<file path="config.mk">
export PLATFORM = sky130hd
export DESIGN_NAME = sensor_average_normalize_hysteresis
export DESIGN_NICKNAME = d
export VERILOG_FILES = /design/src/sv/sanh_pkg.sv /design/src/sv/sensor_average_normalize_hysteresis.sv /design/src/sv/sanh_front.sv /design/src/sv/sanh_back.sv
export VERILOG_INCLUDE_DIRS = /design/src /design/src/sv
export SDC_FILE = /design/constraint.sdc
export NUM_CORES = 2
export LEC_CHECK = 0
export BUFFER_PORTS_ARGS = -buffer_cell sky130_fd_sc_hd__clkbuf_2
export CAP_MARGIN = 20
export CORE_MARGIN = 2
export CORE_UTILIZATION = 60
export DETAILED_ROUTE_END_ITERATION = 12
export PLACE_DENSITY = 0.83
export SLEW_MARGIN = 30
export SYNTH_ARGS = -nofsm -noshare
export SYNTH_HDL_FRONTEND = slang
export SYNTH_HIERARCHICAL = 1
export SYNTH_SLANG_ARGS = --single-unit
</file>
<file path="constraint.sdc">
create_clock -name clk_i -period 18.8 [get_ports clk_i]
set_input_delay 0.94 -clock clk_i [delete_from_list [all_inputs] [get_ports clk_i]]
set_output_delay 0.94 -clock clk_i [all_outputs]
set_load 0.02 [all_outputs]
</file>
<file path="src/sv/assert_macros.svh">
// assertion helpers for the sensor conditioner
`ifndef ASSERT_MACROS_SVH
`define ASSERT_MACROS_SVH
`define ASSERT_IMPL(lbl, cond) \
  lbl: assert property (@(posedge clk_i) disable iff (!rst_ni) (cond)) \
    else $error("assertion failed");
`define ASSERT_NEXT(lbl, pre, post) \
  lbl: assert property (@(posedge clk_i) disable iff (!rst_ni) (pre) |=> (post)) \
    else $error("assertion failed");
`endif

</file>
<file path="src/sv/sanh_pkg.sv">
// ----------------------------------------------------------------------------
// sanh_pkg
// shared types and constants of the sensor conditioner
// ----------------------------------------------------------------------------
package sanh_pkg;
  localparam int unsigned Channels = 6;
  localparam int unsigned Window = 8;
  localparam int unsigned ChW = 3;
  localparam int unsigned PosW = (Window > 1) ? $clog2(Window) : 1;
  localparam int unsigned SumW = 10 + PosW + ((Window & (Window - 1)) != 0 ? 1 : 0);
  localparam int unsigned RingD = Channels * Window;
  localparam int unsigned RingAw = $clog2(RingD);
  localparam int unsigned QDepth = 2;
  localparam logic [9:0] RawMax = 10'd1023;
  localparam logic [6:0] LevelFull = 7'd100;

  typedef enum logic {
    CMD_SAMPLE  = 1'b0,
    CMD_RESTART = 1'b1
  } cmd_e;

  typedef enum logic [1:0] {
    REG_ON  = 2'd0,
    REG_OFF = 2'd1,
    REG_SPAN = 2'd2,
    REG_INV = 2'd3
  } reg_e;

  typedef struct packed {
    cmd_e       cmd;
    logic       valid_ch;
    logic [2:0] ch;
    logic [9:0] sample;
    logic       learn;
    logic       drive;
  } job_t;

  typedef struct packed {
    logic [6:0] on_thr;
    logic [6:0] off_thr;
    logic [9:0] min_span;
    logic       invert;
  } cfg_t;

  typedef struct packed {
    logic [2:0] ch;
    logic [9:0] avg;
    logic [9:0] mn;
    logic [9:0] mx;
    logic [6:0] lvl;
    logic       lamp;
    logic       ok;
  } res_t;

  typedef enum logic [2:0] {
    ST_IDLE,
    ST_READ,
    ST_FILL,
    ST_UPD,
    ST_DIV,
    ST_OUT
  } state_e;
endpackage

</file>
<file path="src/sv/sensor_average_normalize_hysteresis.sv">
// ----------------------------------------------------------------------------
// sensor_average_normalize_hysteresis
// multi-channel moving average, min/max calibration, level and lamp latch
// ----------------------------------------------------------------------------
// channel   dir  fields
// s_axis    in   tuser: command; tdata: channel, sample, learn, drive_led
// m_axis    out  tdata: out_channel, average, minimum, maximum, level, lamp_on, span_ok
// cfg       in   wr_en_i, wr_idx_i, wr_data_i
// a restart or bad-channel beat steps through idle, read and out; a sample adds update
// and the serial divide (one quotient bit a cycle), and a first sample fills the ring first
// a two-entry job queue lets beats enter while a result waits on m_axis
// reset clears sums, learned range and latches and loads the default configuration at once
module sensor_average_normalize_hysteresis (
  input  logic        clk_i,
  input  logic        rst_ni,
  input  logic        s_axis_tvalid,
  output logic        s_axis_tready,
  input  logic        s_axis_tuser,  // command
  input  logic [15:0] s_axis_tdata,  // channel, sample, learn, drive_led, zero fill
  output logic        m_axis_tvalid,
  input  logic        m_axis_tready,
  output logic [47:0] m_axis_tdata,  // out_channel, average, minimum, maximum,
                                     // level, lamp_on, span_ok, zero fill
  input  logic        wr_en_i,
  input  logic [1:0]  wr_idx_i,
  input  logic [9:0]  wr_data_i
);
  import sanh_pkg::*;

  cfg_t cfg_q;
  job_t job;
  logic job_valid, job_pop;
  res_t res;

  always_ff @(posedge clk_i or negedge rst_ni) begin
    if (!rst_ni) begin
      cfg_q.on_thr   <= 7'd80;
      cfg_q.off_thr  <= 7'd70;
      cfg_q.min_span <= 10'd60;
      cfg_q.invert   <= 1'b1;
    end else if (wr_en_i) begin
      case (reg_e'(wr_idx_i))
        REG_ON:   cfg_q.on_thr   <= wr_data_i[6:0];
        REG_OFF:  cfg_q.off_thr  <= wr_data_i[6:0];
        REG_SPAN: cfg_q.min_span <= wr_data_i;
        REG_INV:  cfg_q.invert   <= wr_data_i[0];
        default: ;
      endcase
    end
  end

  sanh_front u_front (
    .clk_i, .rst_ni,
    .in_valid_i(s_axis_tvalid), .in_ready_o(s_axis_tready),
    .in_user_i(s_axis_tuser), .in_data_i(s_axis_tdata),
    .job_o(job), .job_valid_o(job_valid), .job_pop_i(job_pop)
  );

  sanh_back u_back (
    .clk_i, .rst_ni, .cfg_i(cfg_q),
    .job_i(job), .job_valid_i(job_valid), .job_pop_o(job_pop),
    .res_o(res), .res_valid_o(m_axis_tvalid), .res_ready_i(m_axis_tready)
  );

  assign m_axis_tdata = {6'd0, res.ok, res.lamp, res.lvl, res.mx, res.mn, res.avg, res.ch};
endmodule

</file>
<file path="src/sv/sanh_front.sv">
// ----------------------------------------------------------------------------
// sanh_front
// accepts beats, classifies the channel, queues jobs for the back end
// ----------------------------------------------------------------------------
module sanh_front (
  input  logic           clk_i,
  input  logic           rst_ni,
  input  logic           in_valid_i,
  output logic           in_ready_o,
  input  logic           in_user_i,
  input  logic [15:0]    in_data_i,
  output sanh_pkg::job_t job_o,
  output logic           job_valid_o,
  input  logic           job_pop_i
);
  import sanh_pkg::*;

  job_t      q_mem [QDepth];
  logic [1:0] cnt_q, cnt_d;
  logic      rd_q, wr_q;
  logic      push;
  job_t      nj;

  always_comb begin
    nj.cmd      = cmd_e'(in_user_i);
    nj.ch       = in_data_i[2:0];
    nj.valid_ch = (32'(in_data_i[2:0]) < Channels);
    nj.sample   = in_data_i[12:3];
    nj.learn    = in_data_i[13];
    nj.drive    = in_data_i[14];
  end

  assign in_ready_o  = (cnt_q != 2'(QDepth));
  assign push        = in_valid_i && in_ready_o;
  assign job_valid_o = (cnt_q != 2'd0);
  assign job_o       = q_mem[rd_q];

  always_comb begin
    cnt_d = cnt_q + 2'(push) - 2'(job_pop_i);
  end

  always_ff @(posedge clk_i or negedge rst_ni) begin
    if (!rst_ni) begin
      cnt_q <= '0;
      rd_q  <= 1'b0;
      wr_q  <= 1'b0;
    end else begin
      cnt_q <= cnt_d;
      if (push) wr_q <= ~wr_q;
      if (job_pop_i) rd_q <= ~rd_q;
    end
  end

  always_ff @(posedge clk_i) begin
    if (push) q_mem[wr_q] <= nj;
  end

  `include "assert_macros.svh"
  `ASSERT_IMPL(a_no_pop_empty, !(job_pop_i && cnt_q == 2'd0))
  `ASSERT_IMPL(a_cnt_range, cnt_q <= 2'(QDepth))
endmodule

</file>
<file path="src/sv/sanh_back.sv">
// ----------------------------------------------------------------------------
// sanh_back
// runs one job: ring update, calibration, serial divide, hysteresis
// ----------------------------------------------------------------------------
module sanh_back (
  input  logic           clk_i,
  input  logic           rst_ni,
  input  sanh_pkg::cfg_t cfg_i,
  input  sanh_pkg::job_t job_i,
  input  logic           job_valid_i,
  output logic           job_pop_o,
  output sanh_pkg::res_t res_o,
  output logic           res_valid_o,
  input  logic           res_ready_i
);
  import sanh_pkg::*;

  logic [9:0]        ring [RingD];
  logic [PosW-1:0]   wpos_q [Channels];
  logic [Channels-1:0] primed_q, lamp_q;
  logic [SumW-1:0]   sum_q [Channels];
  logic [9:0]        mn_q [Channels];
  logic [9:0]        mx_q [Channels];

  state_e state_q, state_d;
  job_t   j_q;
  logic [9:0] old_q;
  logic [PosW-1:0] fill_q;
  logic [9:0] span_q;
  logic [16:0] rem_q;
  logic [6:0]  quo_q;
  logic [16:0] num_q;
  logic [4:0]  bit_q;
  res_t res_q;
  logic rv_q;

  logic [2:0] c;
  logic [RingAw-1:0] base;
  logic [SumW-1:0] nsum;
  logic [9:0] navg, nmn, nmx, nspan;
  logic nok;
  logic [16:0] trial;
  logic [6:0] lvl;

  assign c    = j_q.ch;
  assign base = RingAw'(32'(c) * Window);

  always_comb begin
    state_d   = state_q;
    job_pop_o = 1'b0;
    case (state_q)
      ST_IDLE: if (job_valid_i && !rv_q) begin
        job_pop_o = 1'b1;
        state_d = ST_READ;
      end
      ST_READ: begin
        if (!j_q.valid_ch || j_q.cmd == CMD_RESTART) state_d = ST_OUT;
        else if (!primed_q[c]) state_d = ST_FILL;
        else state_d = ST_UPD;
      end
      ST_FILL: if (32'(fill_q) == Window - 1) state_d = ST_UPD;
      ST_UPD:  state_d = ST_DIV;
      ST_DIV:  if (bit_q == 5'd0) state_d = ST_OUT;
      ST_OUT:  state_d = ST_IDLE;
      default: state_d = ST_IDLE;
    endcase
  end

  // new sum, average, min/max (learned only with learn), span and span check after this sample
  always_comb begin
    if (!primed_q[c]) nsum = SumW'(32'(j_q.sample) * Window);
    else nsum = sum_q[c] - SumW'(old_q) + SumW'(j_q.sample);
    navg = 10'(nsum / Window);
    nmn = mn_q[c];
    nmx = mx_q[c];
    if (j_q.learn) begin
      if (navg < nmn) nmn = navg;
      if (navg > nmx) nmx = navg;
    end
    nspan = nmx - nmn;
    nok = (nmx >= nmn) && (nspan >= cfg_i.min_span);
  end

  assign trial = {rem_q[15:0], num_q[16]} - {7'd0, span_q};
  assign lvl = (quo_q > LevelFull) ? LevelFull : quo_q;

  always_ff @(posedge clk_i) begin
    if (state_q == ST_READ) old_q <= ring[base + RingAw'(wpos_q[c])];
    if (state_q == ST_FILL) ring[base + RingAw'(fill_q)] <= j_q.sample;
    if (state_q == ST_UPD && primed_q[c]) ring[base + RingAw'(wpos_q[c])] <= j_q.sample;
  end

  always_ff @(posedge clk_i or negedge rst_ni) begin
    if (!rst_ni) begin
      state_q  <= ST_IDLE;
      primed_q <= '0;
      lamp_q   <= '0;
      rv_q     <= 1'b0;
      fill_q   <= '0;
      for (int i = 0; i < Channels; i++) begin
        wpos_q[i] <= '0;
        sum_q[i]  <= '0;
        mn_q[i]   <= RawMax;
        mx_q[i]   <= '0;
      end
    end else begin
      state_q <= state_d;
      if (rv_q && res_ready_i) rv_q <= 1'b0;
      case (state_q)
        ST_IDLE: if (job_pop_o) begin
          j_q <= job_i;
          fill_q <= '0;
        end
        ST_READ: begin
          res_q.ch <= j_q.ch;
          res_q.avg <= '0; res_q.mn <= '0; res_q.mx <= '0;
          res_q.lvl <= '0; res_q.lamp <= 1'b0; res_q.ok <= 1'b0;
          if (j_q.valid_ch && j_q.cmd == CMD_RESTART) begin
            mn_q[c] <= RawMax;
            mx_q[c] <= '0;
            res_q.avg <= 10'(sum_q[c] / Window);
            res_q.mn <= RawMax;
            res_q.lamp <= lamp_q[c];
          end
        end
        ST_FILL: fill_q <= fill_q + PosW'(1);
        ST_UPD: begin
          sum_q[c] <= nsum;
          mn_q[c] <= nmn;
          mx_q[c] <= nmx;
          if (!primed_q[c]) wpos_q[c] <= '0;
          else wpos_q[c] <= (32'(wpos_q[c]) + 1 >= Window) ? '0 : wpos_q[c] + PosW'(1);
          primed_q[c] <= 1'b1;
          span_q <= nspan;
          res_q.avg <= navg; res_q.mn <= nmn; res_q.mx <= nmx;
          res_q.ok <= nok;
          rem_q <= '0;
          quo_q <= '0;
          bit_q <= 5'd16;
          if (!nok || nspan == 10'd0) num_q <= '0;
          else if (cfg_i.invert)
            num_q <= (navg >= nmx) ? 17'd0 : 17'(nmx - navg) * 17'd100;
          else
            num_q <= (navg <= nmn) ? 17'd0 : 17'(navg - nmn) * 17'd100;
        end
        ST_DIV: begin
          // restoring divide, one quotient bit a cycle
          if (span_q == 10'd0) begin
            quo_q <= '0;
          end else if (!trial[16]) begin
            rem_q <= trial;
            quo_q <= (quo_q[6] ? 7'd127 : {quo_q[5:0], 1'b1});
          end else begin
            rem_q <= {rem_q[15:0], num_q[16]};
            quo_q <= (quo_q[6] ? 7'd127 : {quo_q[5:0], 1'b0});
          end
          num_q <= {num_q[15:0], 1'b0};
          bit_q <= bit_q - 5'd1;
        end
        ST_OUT: begin
          rv_q <= 1'b1;
          if (j_q.valid_ch && j_q.cmd == CMD_SAMPLE) begin
            res_q.lvl <= lvl;
            if (j_q.drive) begin
              if (lvl >= cfg_i.on_thr) begin
                lamp_q[c] <= 1'b1; res_q.lamp <= 1'b1;
              end else if (lvl < cfg_i.off_thr) begin
                lamp_q[c] <= 1'b0; res_q.lamp <= 1'b0;
              end else res_q.lamp <= lamp_q[c];
            end else res_q.lamp <= lamp_q[c];
          end
        end
        default: ;
      endcase
    end
  end

  assign res_o = res_q;
  assign res_valid_o = rv_q;

  `include "assert_macros.svh"
  `ASSERT_NEXT(a_pop_read, job_pop_o, state_q == ST_READ)
  `ASSERT_IMPL(a_min_max_restart, !(state_q == ST_OUT && res_q.ok && res_q.mx < res_q.mn))
  `ASSERT_NEXT(a_out_valid, state_q == ST_OUT, rv_q)
endmodule

</file>
* Word level (Yosys, flattened, before mapping)
Memory sizes are Yosys's and may differ from the RTL's. A register that Yosys moved wholly into a read port is not among the register bits.
Cells that the tools add are included.
** Cells by class
- Add/sub/neg operators :: 14
- Multipliers :: 2
- Divide/modulo/power cells :: 0
- $lt $le $gt $ge :: 15
- Equality and inequality tests :: 17
- Shift-type cells :: 0
- Multiplexer cells :: 86
- Bitwise operators :: 13
- Reduce and logical (&&, ||, !) cells :: 42
** Operators by type and width (count)
- 60-bit one-hot mux with 2 select lines :: 2
- 60-bit bitwise mux :: 2
- 60-bit two-way mux :: 2
- 10-bit two-way mux :: 10
- 78-bit bitwise mux :: 1
- 17-bit two-way mux :: 4
- 60-bit AND :: 1
- 10-bit binary-select mux with 3-bit select :: 2
- 60-bit inverter :: 1
- 60-bit bitwise OR :: 1
- 30-bit one-hot mux with 2 select lines :: 1
- 13-bit two-way mux :: 4
- 13-bit binary-select mux with 3-bit select :: 1
- 13-bit demux with 3-bit select :: 1
- 7-bit two-way mux :: 5
- 17-bit by 5-bit multiplier with 15-bit output, second input constant :: 2
- 17-bit one-hot mux with 2 select lines :: 1
- 32-bit by 4-bit greater-or-equal comparator with 1-bit output, second input constant :: 1
- 16-bit two-way mux :: 2
- 16-bit one-hot mux with 2 select lines :: 1
- 10-bit demux with 3-bit select :: 1
- 10-bit greater-or-equal comparator :: 3
- 3-bit two-way mux :: 9
- 10-bit by 10-bit subtractor with 11-bit output :: 2
- 63 further kinds :: 129
** Word-level totals
- Register bits :: 361
- Bits in latches :: 0
- Memory bits (writable) :: 514
- Memory bits (read-only) :: 0
- Bits of input ports :: 34
- Output and inout bits :: 50
- Word-level logic and storage cells :: 239
- Memories :: 2
** Memories
- u_back.ring :: words 48, bits a word 10, read ports 1, clocked after memory_dff 1, write ports 1, line sanh_back.sv:18 : logic [9:0] ring [RingD];
- u_front.q_mem :: words 2, bits a word 17, read ports 1, clocked after memory_dff 1, write ports 1, line sanh_front.sv:18 : job_t q_mem [QDepth];

* Depth between registers and ports, before layout
- Depth after elaboration :: 17
- Gate-level depth with buffers :: 51
- Mapped depth without buffers :: 44

* Modules after synthesis
The synthesis kept the hierarchy.
** By module, submodules not included
- sanh_back :: times used 1, cells an instance 3401, area an instance 40390.0 µm², sequential area each 24033.0 µm²
- sanh_front :: times used 1, cells an instance 71, area an instance 1477.7 µm², sequential area each 1121.1 µm²
- sensor_average_normalize_hysteresis :: times used 1, cells an instance 62, area an instance 1018.5 µm², sequential area each 638.1 µm²

* Least setup slack after synthesis
OpenSTA, ideal clock, no wires.
- Path type :: register to register
- Start point :: register u_back.j_q, in the netlist u_back/c[2]
- End point :: register u_back.num_q[16] (data pin)
- Setup time :: 0.276 ns
- Arrival :: 10.829 ns
- Required time :: 18.524 ns
- Slack :: 7.694 ns
- Stages on the path, launching flop included :: 51
- Path buffers :: 7
- Period minus slack after synthesis :: 11.106 ns
- Cell sequence :: edfxtp_1 -> buf_4 -> nor2b_1 -> and2_0 -> buf_2 -> clkbuf_1 -> clkbuf_1 -> buf_1 -> a22oi_1 -> nand2_1 -> a221oi_1 -> ha_1 -> inv_1 -> ha_1 -> fa_1 -> a211oi_1 -> o21ai_0 -> a2111oi_0 -> (+15 left out) -> o21ai_0 -> a21oi_1 -> o41ai_1 -> xnor2_1 -> inv_1 -> ha_1 -> ha_1 -> inv_1 -> fa_1 -> inv_1 -> ha_1 -> nor3_1 -> nor2_1 -> a31o_2 -> a21oi_1 -> xnor2_1 -> a22oi_1 -> o21ai_0
** Between the ends
- Word-level cells in the longest chain between the ends :: 17
- Elaborated cells on any way between the ends :: 39
- Those cells by class :: 5 x add/sub; 2 x mul; 6 x order compare; 21 x mux; 1 x bitwise; 4 x reduce/logical
** RTL lines
- start, declared :: line sanh_back.sv:26 : job_t j_q;
- start signal, assigned :: line sanh_back.sv:111 : j_q <= job_i;
- 3-bit inverter with 4-bit output (implied by the code) :: line sanh_back.sv:72 : else nsum = sum_q[c] - SumW'(old_q) + SumW'(j_q.sample);
- 13-bit binary-select mux with 3-bit select :: line sanh_back.sv:72
- 13-bit two-way mux (implied by the code) (2 in series) :: line sanh_back.sv:72
- 13-bit by 10-bit subtractor with 13-bit output :: line sanh_back.sv:72
- 13-bit by 10-bit adder with 13-bit output :: line sanh_back.sv:72
- 13-bit two-way mux (*) :: line sanh_back.sv:71 : if (!primed_q[c]) nsum = SumW'(32'(j_q.sample) * Window);
- net u_back.navg[7] :: line sanh_back.sv:40 : logic [9:0] navg, nmn, nmx, nspan;
- 10-bit greater-than comparator (*) :: line sanh_back.sv:78 : if (navg > nmx) nmx = navg;
- 10-bit two-way mux (*) :: line sanh_back.sv:78
- 10-bit two-way mux (*) :: line sanh_back.sv:76 : if (j_q.learn) begin
- net u_back.nmx[1] :: line sanh_back.sv:40
- branches (longest 5 deep; another with 17-bit by 5-bit multiplier with 15-bit output)
- 17-bit two-way mux (*) :: line sanh_back.sv:140 : if (!nok || nspan == 10'd0) num_q <= '0;
- 17-bit one-hot mux with 2 select lines (*) :: line sanh_back.sv:109 : case (state_q)
- end signal, assigned :: line sanh_back.sv:142 : num_q <= (navg >= nmx) ? 17'd0 : 17'(nmx - navg) * 17'd100;
- end signal, assigned :: line sanh_back.sv:144 : num_q <= (navg <= nmn) ? 17'd0 : 17'(navg - nmn) * 17'd100;
- end signal, assigned :: line sanh_back.sv:157 : num_q <= {num_q[15:0], 1'b0};
- end, declared :: line sanh_back.sv:32 : logic [16:0] num_q;
Mark *: on every way through the listed nets, which the timed path passes. The select of a mux whose other input is x is not followed.
A chain may end at the register's enable or synchronous reset.

* Final worst setup path
- Start point :: register u_back.j_q, in the netlist u_back/c[0]
- End point :: register u_back.num_q[16] (data pin)
** Between the ends
- Word-level cells in the longest chain between the ends :: 17
- Elaborated cells on any way between the ends :: 39
- Those cells by class :: 5 x add/sub; 2 x mul; 6 x order compare; 21 x mux; 1 x bitwise; 4 x reduce/logical
** RTL lines (line)
- 3-bit inverter with 4-bit output (implied by the code) :: sanh_back.sv:72
- 13-bit binary-select mux with 3-bit select :: sanh_back.sv:72
- 13-bit two-way mux (implied by the code) (2 in series) :: sanh_back.sv:72
- 13-bit by 10-bit subtractor with 13-bit output :: sanh_back.sv:72
- 13-bit by 10-bit adder with 13-bit output :: sanh_back.sv:72
- 13-bit two-way mux (*) :: sanh_back.sv:71
- net u_back.navg[9] :: sanh_back.sv:40
- branches (longest 8 deep; another with 17-bit by 5-bit multiplier with 15-bit output)
- 17-bit two-way mux (*) :: sanh_back.sv:140
- 17-bit one-hot mux with 2 select lines (*) :: sanh_back.sv:109
Marks and branches as above.

==> qor.yml <==
cp-start-kind: "register"
synthDistinctLibCells: 81
ys_seq_area_share_pct: 60.14
via_per_inst: 6.372
synth_edf_count: 636
die_y_um: 271.4
critical_path.slowest_cell: "buf_4"
clock_sinks: 900
cp-end-kind: "register"
maxSlewViolCount: 0
worst-path-buf-inv: 8
clkLatencyLatePin_ns: 0.67
vias: 29330
yosysWarnings: 6
cp_data_arrival_time_ns: 13.93
hold_class: "primary input to async pin"
clock_skew_ns: 0.04814
grt_usage_pct: 28.83
slew-limit-headroom_pct: 29.86
holdWs_ns: 0.2737
cts-root-buf: "clkbuf_16"
hpwl_mm: 66.81
drtIter0Drc: 3755
synth_seq_cells: 900
io_pins: 84
grt_pass1_wl_mm: 163.6
period_share_pct: 72.03
critical_path_class: "register to register"
worstMarginPinSlew_ns: 1.048
fin_ws_ns: 5.259
gp_congestion: 0.9234
cap_violations: 0
wirelength_mm: 107.1
syn_area_mm2: 0.04289
cts_made_buffers: 89
antenna-diode-count: 0
cp_top_family: "compound AO/OA/AOI/OAI gates"
regArea_mm2: 0.02579
pre_cts_ws_ns: 5.690
tns_ns: 0
rsz0062_at_grt: "false"
drc: 0
drt.antenna.violating_nets: 0
clock.fmax_mhz: 73.85
post-route-min-period_ns: 13.54
rows: 98
postSynthCellCount: 3534
cts_resized: 0
initial_utilization_pct: 60.30
hold_viol: 0
grt_overflow: 0
numPortBuffers: 76
cp.required_ns: 19.19
slowest_delay_ns: 0.70
wl_per_cell_um: 23.26
drive_gt1_share_pct: 12.59
layout.nets: 3807
post-cts-setup-buffers: 0
grt_pass1_vias: 28470
multi_input_area_mm2: 0.01569
htreeDepth: 3
dieArea_mm2: 0.07363
path_max_fanout: 51
first_pass_iters: 6
syn_avg_cell_area_um2: 12.14
die_w_um: 271.4
cpMostUsedCell: "inv_1"
cts_tree: "done"
status: "finished clean"
antenna_found_initial: 0
area_delta_synth_final_pct: 10.43
worst_setup_hold_path_clk_slew_ns: 0.07
core_area_mm2: 0.07112
fillerInstances: 4954
cts_buffer_depth: 3
grt_start_max_net_pins: 145
ys.flop_type: "edfxtp_1"
setup_viol: 0
hold_buffers: 0
async_reset_ff_share_pct: 29.33
[logic make-up (layout without fill, tap and decap cells)]
logic type	after synthesis	after routing	synth area share, %
and+or+nand+nor	964	964	9.934
DFF	900	900	60.14
AOI/OAI and AO/OA	723	723	11.18
buffers and inverters	379	493	3.612
muxes	311	311	7.600
adders and majority gates	196	196	6.296
xor gates and xnor gates	60	60	1.225
other	1	6	0.008744
[per-stage QoR]
step | cell area (um^2) | utilization (%) | cells
2_1_floorplan | 42900 | - | 3539
3_3_place_gp | 44170 | 62.10 | 4436
3_5_place_dp | 44210 | 62.17 | 4436
4_1_cts | 47310 | 66.52 | 4603
5_1_grt | 47360 | 66.59 | 4603
6_report | 47360 | 66.59 | 4603
[per-layer routing]
metal	vias to the layer above	routed length, um	track usage [%]
met3	328	9665	5.042
met5	-	0	0
li1	13070	-	-
met4	0	5421	13.71
met1	14240	40280	37.37
met2	1695	51720	47.50
[cell type report]
cell class | count | share of cell area [%]
Inverter | 185 | 1.472
Multi-Input combinational cell | 2260 | 33.13
Clock inverter | 52 | 1.432
Timing Repair Buffer | 141 | 1.897
Clock buffer | 115 | 5.102
Sequential cell | 900 | 54.46
Tap cell | 950 | 2.510
[cells in the mapped netlist, types with 31 or more instances]
| cell | instances | area (um^2) |
|---|---|---|
| o21ai_0 | 243 | 1216 |
| a221oi_1 | 31 | 271.5 |
| fa_1 | 33 | 660.6 |
| a21oi_1 | 88 | 440.4 |
| edfxtp_1 | 636 | 19100 |
| dfrtp_1 | 194 | 4855 |
| nand4_1 | 42 | 262.8 |
| mux2i_1 | 257 | 2572 |
| a22o_1 | 34 | 297.8 |
| clkbuf_1 | 121 | 454.2 |
| nor3_1 | 44 | 220.2 |
| xnor2_1 | 46 | 402.9 |
| buf_2 | 45 | 225.2 |
| inv_1 | 183 | 686.9 |
| nor2_1 | 186 | 698.2 |
| a31oi_1 | 40 | 250.2 |
| a22oi_1 | 59 | 442.9 |
| nand2_1 | 508 | 1907 |
| nand3_1 | 36 | 180.2 |
| ha_1 | 163 | 2039 |
| dfstp_2 | 70 | 1839 |
| mux2_2 | 41 | 461.7 |
[flip-flops by register name, summed over array words and instances, names as in the netlist, 14 cells and up, named ones only]
name           count
u_front/q_mem     34
u_back/rem_q      16
u_back/mn_q       60
u_back/j_q        14
u_back/ring      480
u_back/mx_q       60
u_back/wpos_q     18
cfg_q             25
u_back/res_o      42
u_back/sum_q      78
u_back/num_q      15
[placed cells by master, fill, tap and decap left out, types with 29 or more instances in the layout]
| cell | n |
|---|---|
| ha_1 | 163 |
| fa_1 | 33 |
| a221oi_1 | 31 |
| clkbuf_16 | 90 |
| nor2_1 | 157 |
| mux2i_1 | 257 |
| a22o_1 | 34 |
| xnor2_1 | 46 |
| a22oi_1 | 59 |
| edfxtp_1 | 636 |
| a21oi_1 | 87 |
| buf_4 | 62 |
| nand4_1 | 42 |
| nand3_1 | 35 |
| dfstp_2 | 70 |
| dfrtp_1 | 194 |
| mux2_2 | 41 |
| nand2_1 | 507 |
| inv_1 | 182 |
| and3_1 | 29 |
| clkbuf_2 | 75 |
| nor3_1 | 44 |
| a31oi_1 | 40 |
| o21ai_0 | 241 |
[worst paths after layout]
path | startpoint | end | slack (ns) | cells after the start
worst max-delay path | u_back/c[0] | u_back/num_q[16] | 5.26 | 44
worst max register to register | u_back/c[0] | u_back/num_q[16] | 5.26 | 44
worst min register to register | u_back/primed_q[2] | u_back/primed_q[2] | 0.47 | 1
min in group clk_i | s_axis_tdata[4] | u_front/q_mem[1][3] | 0.46 | 1
worst min-delay path | rst_ni | u_back/mx_q[0] | 0.27 | 1
max in group asynchronous | rst_ni | async pin | 16.73 | 3
Power is not shown: default switching activity piles up to over one toggle a cycle in this logic, so the estimate is an artifact.
